File: config.mk
export PLATFORM = sky130hd
export DESIGN_NAME = gtaca_ctrl
export DESIGN_NICKNAME = d
export VERILOG_FILES = /design/src/sv/gtaca_pkg.sv /design/src/sv/gtaca_ctrl.sv
export SDC_FILE = /design/constraint.sdc
export NUM_CORES = 1
export LEC_CHECK = 0
export ABC_AREA = 0
export BUFFER_PORTS_ARGS = -buffer_cell sky130_fd_sc_hd__buf_2
export CORE_AREA = 8 8 45 47
export DETAILED_ROUTE_END_ITERATION = 7
export DIE_AREA = 0 0 53 55
export GPL_TIMING_DRIVEN = 0
export PLACE_DENSITY = 0.34
export SLEW_MARGIN = 20
export SYNTH_ARGS = -nofsm -noshare
export SYNTH_HDL_FRONTEND = slang
export SYNTH_SLANG_ARGS = --single-unit
export TNS_END_PERCENT = 20
File: constraint.sdc
create_clock -name clk_i -period 2.65 [get_ports clk_i]
set_clock_uncertainty 0.2 [all_clocks]
set_input_delay 0.53 -clock clk_i [delete_from_list [all_inputs] [get_ports clk_i]]
set_output_delay 0.53 -clock clk_i [all_outputs]
set_load 0.02 [all_outputs]
File: src/sv/gtaca_pkg.sv
// Shared types, constants and tables of the grayscale to ASCII cell averager.
// Imported by the controller, the datapath and the top level; no dependencies.
`timescale 1ns / 1ps

package gtaca_pkg;

  // Default sizing of the top level parameters.
  localparam int MAX_COLS_DEF = 256;
  localparam int MAX_DIM_DEF  = 4096;

  // Field widths.
  localparam int PIX_W   = 8;
  localparam int CHAR_W  = 7;
  localparam int LVL_W   = 4;
  localparam int OCOL_W  = 8;
  localparam int OROW_W  = 12;
  localparam int TDATA_W = 32;

  // Accumulator and divider widths.
  localparam int SUM_W  = 32;
  localparam int CNT_W  = 25;
  localparam int AVG_W  = 8;
  localparam int DVS_W  = CNT_W + AVG_W - 1;
  localparam int STEP_W = $clog2(AVG_W);

  // Configuration port.
  localparam int CFG_IDX_W  = 3;
  localparam int CFG_DATA_W = 13;
  localparam int DIM_REG_W  = 13;
  localparam int COLS_REG_W = 9;

  typedef enum logic [CFG_IDX_W-1:0] {
    CFG_IMAGE_WIDTH  = 3'd0,
    CFG_IMAGE_HEIGHT = 3'd1,
    CFG_CHAR_COLS    = 3'd2,
    CFG_CHAR_ROWS    = 3'd3
  } cfg_index_e;

  localparam logic [DIM_REG_W-1:0]  WIDTH_RST  = 13'd640;
  localparam logic [DIM_REG_W-1:0]  HEIGHT_RST = 13'd480;
  localparam logic [COLS_REG_W-1:0] COLS_RST   = 9'd150;
  localparam logic [DIM_REG_W-1:0]  ROWS_RST   = 13'd51;

  // Brightness ramp. A level k is reached once avg * 9 >= 255 * k, so each
  // threshold is the ceiling of 255 * k / 9.
  localparam int NUM_LEVELS = 10;

  localparam logic [AVG_W-1:0] LEVEL_THR [NUM_LEVELS-1] = '{
    8'd29, 8'd57, 8'd85, 8'd114, 8'd142, 8'd170, 8'd199, 8'd227, 8'd255
  };

  // ASCII codes of " .:-=+*#%@".
  localparam logic [CHAR_W-1:0] RAMP_CHARS [NUM_LEVELS] = '{
    7'd32, 7'd46, 7'd58, 7'd45, 7'd61, 7'd43, 7'd42, 7'd35, 7'd37, 7'd64
  };

  // Controller states.
  typedef enum logic [1:0] {
    ST_IDLE,
    ST_ACC,
    ST_DIV,
    ST_OUT
  } ctrl_state_e;

  // Commands from the controller to the datapath.
  typedef struct packed {
    logic accept;
    logic accumulate;
    logic div_step;
    logic out_load;
  } dp_cmd_t;

  // Status from the datapath to the controller.
  typedef struct packed {
    logic emit;
    logic div_last;
  } dp_status_t;

  // Quantizes an average brightness by parallel threshold compares.
  function automatic logic [LVL_W-1:0] level_of(input logic [AVG_W-1:0] avg);
    logic [LVL_W-1:0] lvl;
    lvl = '0;
    for (int k = 0; k < NUM_LEVELS - 1; k++) begin
      if (avg >= LEVEL_THR[k]) begin
        lvl = lvl + LVL_W'(1);
      end
    end
    return lvl;
  endfunction

endpackage

File: src/sv/gtaca_ctrl.sv
// Controller state machine of the cell averager: sequences accept, accumulate,
// divide and output load. Depends on gtaca_pkg.
`timescale 1ns / 1ps

module gtaca_ctrl import gtaca_pkg::*; (
  input  logic       clk_i,
  input  logic       rst_ni,
  input  logic       in_valid_i,
  output logic       in_ready_o,
  input  logic       out_ready_i,
  output logic       out_valid_o,
  input  dp_status_t status_i,
  output dp_cmd_t    cmd_o
);

  ctrl_state_e state_q, state_d;
  logic        out_valid_q, out_valid_d;
  logic        out_free;

  // The output register can take a new result when empty or being drained.
  assign out_free = !out_valid_q || out_ready_i;

  always_comb begin
    state_d = state_q;
    case (state_q)
      ST_IDLE: begin
        if (in_valid_i) begin
          state_d = ST_ACC;
        end
      end
      ST_ACC: begin
        state_d = status_i.emit ? ST_DIV : ST_IDLE;
      end
      ST_DIV: begin
        if (status_i.div_last) begin
          state_d = ST_OUT;
        end
      end
      ST_OUT: begin
        if (out_free) begin
          state_d = ST_IDLE;
        end
      end
      default: begin
        state_d = ST_IDLE;
      end
    endcase
  end

  always_comb begin
    in_ready_o        = (state_q == ST_IDLE);
    cmd_o.accept      = (state_q == ST_IDLE) && in_valid_i;
    cmd_o.accumulate  = (state_q == ST_ACC);
    cmd_o.div_step    = (state_q == ST_DIV);
    cmd_o.out_load    = (state_q == ST_OUT) && out_free;
  end

  always_comb begin
    out_valid_d = out_valid_q;
    if (cmd_o.out_load) begin
      out_valid_d = 1'b1;
    end else if (out_ready_i) begin
      out_valid_d = 1'b0;
    end
  end

  always_ff @(posedge clk_i or negedge rst_ni) begin
    if (!rst_ni) begin
      state_q     <= ST_IDLE;
      out_valid_q <= 1'b0;
    end else begin
      state_q     <= state_d;
      out_valid_q <= out_valid_d;
    end
  end

  assign out_valid_o = out_valid_q;

endmodule

# Word level (Yosys, flattened, before mapping)
# Cells that the tools add are included.
[op_classes]
n_eq_ne = 6
mux = 7
n_reduce_logical = 7
[ops]
columns = ["op", "count"]
rows = [
  ["$mux 2", 4],
  ["$pmux 2 s4", 1],
  ["$ne 2x2->1 const B", 3],
  ["$eq 2x2->1 const B", 2],
  ["$reduce_and 3->1", 1],
  ["$eq 2x1->1 const B", 1],
  ["$logic_and 1x1->1", 2],
  ["$logic_not 2->1", 1],
  ["$mux 1", 2],
  ["$reduce_bool 2->1", 1],
  ["$logic_not 1->1", 1],
  ["$logic_or 1x1->1", 1],
]
[totals]
reg_bits = 3
in_bits = 6
out_inout_bits = 6
word_cells = 22

# Depth between registers and ports, before layout
[logic_depth]
ltp_word = 4
depth_mapped = 4
depth_no_buf = 2

# Least setup slack after synthesis
# No wires, ideal clock.
[synth_path]
kind = "in2out"
startpoint = "in out_ready_i"
endpoint = "out cmd_o[0] (netlist name)"
arrival_time_ns = 0.949
required_time_ns = 1.920
slack_ns = 0.971
stages = 3
path_cell_list = "nand2b_1 -> nor2b_1 -> buf_4"
[synth_lines]
columns = ["element", "line_no", "rtl"]
rows = [
  ["from (decl)", "gtaca_ctrl.sv:10", "input logic out_ready_i,"],
  ["to (decl)", "gtaca_ctrl.sv:13", "output dp_cmd_t cmd_o"],
]

==> results summary <==
The run finished with clean final reports. The startpoint identified for the worst register-to-register timing path is state_q[0]. Entering global routing, the biggest net connects 10 pins.

The I/O pin count is 12. Buffers inserted during clock tree synthesis total 3. The worst relative slew slack came out at approximately nine tenths. STA classifies the critical path startpoint as a primary input. The horizontal extent of the die is 53 um. The synthesized area per cell came out at between 10 and 15 um^2.

The final hold slack came out at ~360 ps. The number of fill cells in the layout came out at 160. Buffers placed on the I/O ports in this run total 11. The sum of internal, switching and leakage power is approximately 390 uW. The fraction of the core area covered by cells at the end of the flow came out at between 20 and 25%. The global-route wire length before repair is 731 um.

The via density per instance came out at 3.471. The arrival time of data at the critical path endpoint came out at roughly 1200 ps. Gates resized during post-CTS repair numbered 0. The wire length per cell after detailed routing came out at 9.647 um. The worst hold path stage count came out at 2. The worst-case IR drop observed on VDD is ~0.19 mV.

The total die area is about 3000 um^2. The highest metal layer carrying signal wires in the routed design is met3. The total power divided by cell area is between 1000 and 1500 nW/um^2. The number of vias in the routed layout came out at 177. In this run the number of H-tree levels came out at 1. The setup-violating endpoint count in the final report is 0. The post-synthesis instance area is approximately 190 um^2.

The repair_antennas step left the layout with diodes totalling 0. The fraction of the cycle the final worst path needs came out at approximately 73%. Once detail routing completed, the nets flagged for antenna violations numbered 0.

The met1 wire length is between 150 and 200 um. Counting tap cells, the placed design contains a total of 46 instances. The clock passes through at most 2 buffers. The design area is 302.8 um^2. The worst setup timing slack at the placement stage is about 720 ps. The root buffer cell chosen for the clock tree is sky130_fd_sc_hd__clkbuf_4.

The tool flagged a number of max-cap violations equal to 0. After clock tree synthesis, the clock-pin slew on the worst setup and hold paths is 40 ps. The routed wire length on met3 came out at between 30 and 40 um. The largest stage delay on the critical path is between 150 and 200 ps. The number of core rows came out at 14.

Data on the critical path is required at its endpoint by approximately 1900 ps. Adding up every negative setup slack in the final design gives 0 ps. The slowest stage of the critical path is the sky130_fd_sc_hd__nand2b_1 cell. The type of element capturing the critical path is an output port. The most numerous cell type found on the critical path is sky130_fd_sc_hd__buf_2. Counting every net in the synthesized netlist gives 25. The total number of yosys warnings is 0. After detailed routing, the met2 layer carries 269 um of wire. The total core area came out at ~1400 um^2.

The endpoint of the most critical register-to-register path is state_q[0]. The placer congestion estimate is about 0.64. The synthesized netlist cell count is 19.

Setup repair after global routing left no endpoint under its margin. The final layout contains routed wiring with a total length of between 400 and 500 um. The placed wire-length estimate after detailed placement came out at 389.3 um. The final instance count without filler cells is 51. For hold timing, the worst endpoint is out_valid_o. The global router's overall resource usage came out at between 3 and 4%.

The multi-input combinational cells in the finished layout cover a total of approximately 90 um^2. The total iterations of the first detailed-routing run is 1. The worst hold path belongs to the class flop to flop.

Registers take 75.07 um^2. The detailed-route DRC error count is 0. The clock net in this run drives a total of 3 sinks. The height of the chip is approximately 55 um. For the pin with the worst max-slew slack, the measured transition is between 100 and 150 ps. The least setup slack across all paths after layout is around 730 ps. For this design the static power due to leakage is roughly 0.15 nW.

The worst register-to-register path has a setup slack of 1550 ps. After detailed placement, the total cell area comes to 266.5 um^2. The final number of hold-violating endpoints is 0. The fraction of final layout cells with drive strength greater than 1 came out at between 50% and 60%. The shortest period the worst path allows came out at 1925 ps. The max-slew violation total from the final report came to 0. The number of cells on the worst reg-to-reg path is 3. Yosys mapped the design onto 12 distinct sky130hd cell types.

The maximum clock frequency is just over 0.5 GHz. The initial antenna violation count is 0. The maximum fanout along the worst path is 3. The sequential element share of the synthesized area is roughly 39%. The effective utilization at floorplan is around 14%. Traced cell by cell, the critical path runs through buf_2, nand2b_1, nor2b_1, buf_4, buf_2. The total overflow left after global routing is 0. The startpoint identified for the worst hold timing path is out_valid_o. The final-stage net count came out at 42.

The first-iteration detailed-routing DRC count came out at 0. The critical setup path kind is primary input to output port. Relative to the synthesized area, the layout overhead comes to 58.17%. In this run, synthesis produced a sequential element count of 3. The CTS tree is yes. The later pin in the worst-skew pair is clocked with a latency of 230 ps.

The number of global-route vias before repair is 182.
-- cell usage in the layout (no fill, tap or decap), drive strengths merged --
| cell type | Yosys | layout |
|---|---|---|
| buf | 3 | 14 |
| clkbuf | 0 | 4 |
| nor2b | 3 | 3 |
| dfrtp | 3 | 3 |
| nand2 | 2 | 2 |
| nand3b | 2 | 2 |
| nor2 | 1 | 1 |
| nand2b | 1 | 1 |
| nor3b | 1 | 1 |
| a21oi | 1 | 1 |
| a31oi | 1 | 1 |
| nand4b | 1 | 1 |
| dlygate4sd3 | 0 | 1 |
-- kinds of logic after synthesis --
group / after synthesis / share of synthesized area [%]
DFF: 3 / 39.21
AOI/OAI and AO/OA: 2 / 5.882
and+or+nand+nor: 11 / 41.18
buffers and inverters: 3 / 13.72
-- worst max path at each step --
stage / from / slack (ps) / to
final: out_ready_i / 730 / cmd_o[0]
after global routing: state_q[0] / 660 / cmd_o[0]
after CTS: out_ready_i / 710 / cmd_o[0]
after detailed placement: out_ready_i / 720 / cmd_o[0]
after global placement: out_ready_i / 720 / cmd_o[0]
after floorplan: out_ready_i / 970 / cmd_o[0]
-- power by group --
part | switching (mW) | internal, mW | leakage (nW)
clock | 0.0227 | 0.0564 | 0.0150
combinational | 0.132 | 0.0954 | 0.102
sequential | 0.0115 | 0.0676 | 0.0370
total | 0.166 | 0.219 | 0.154
-- routing by layer --
layer	vias up	global-route usage, %
met5	-	0
met4	0	5.172
met3	0	1.872
met2	5	6.250
met1	78	2.736
li1	94	-
-- repair_timing --
action / in CTS / in global routing
endpoints found under the hold margin: 3 / 0
setup buffers: 0 / 0
hold buffers: 1 / 0
-- Yosys cell counts --
library cell | number | area, um^2
sky130_fd_sc_hd__dfrtp_1 | 3 | 75.07
sky130_fd_sc_hd__nor2b_1 | 3 | 18.77
sky130_fd_sc_hd__buf_4 | 2 | 15.01
sky130_fd_sc_hd__nand2_1 | 2 | 7.510
sky130_fd_sc_hd__nand3b_1 | 2 | 15.01
sky130_fd_sc_hd__a21oi_1 | 1 | 5.000
sky130_fd_sc_hd__a31oi_1 | 1 | 6.260
sky130_fd_sc_hd__buf_6 | 1 | 11.26
sky130_fd_sc_hd__nand2b_1 | 1 | 6.260
sky130_fd_sc_hd__nand4b_1 | 1 | 8.760
sky130_fd_sc_hd__nor2_1 | 1 | 3.750
sky130_fd_sc_hd__nor3b_4 | 1 | 18.77
-- layout make-up --
type	instances	share of cell area [%]
plain buffers	3	8.678
clock buffers	4	8.678
multi-input cells	13	29.75
flip-flops and latches	3	24.79
well taps	16	6.612
repair buffers	12	21.49
-- worst max-delay path: cells and delay by family --
family	cells	cell delay, ps
simple gates	2	300
buf+inv	3	370
Note: power is estimated with default switching activity, not from simulation.
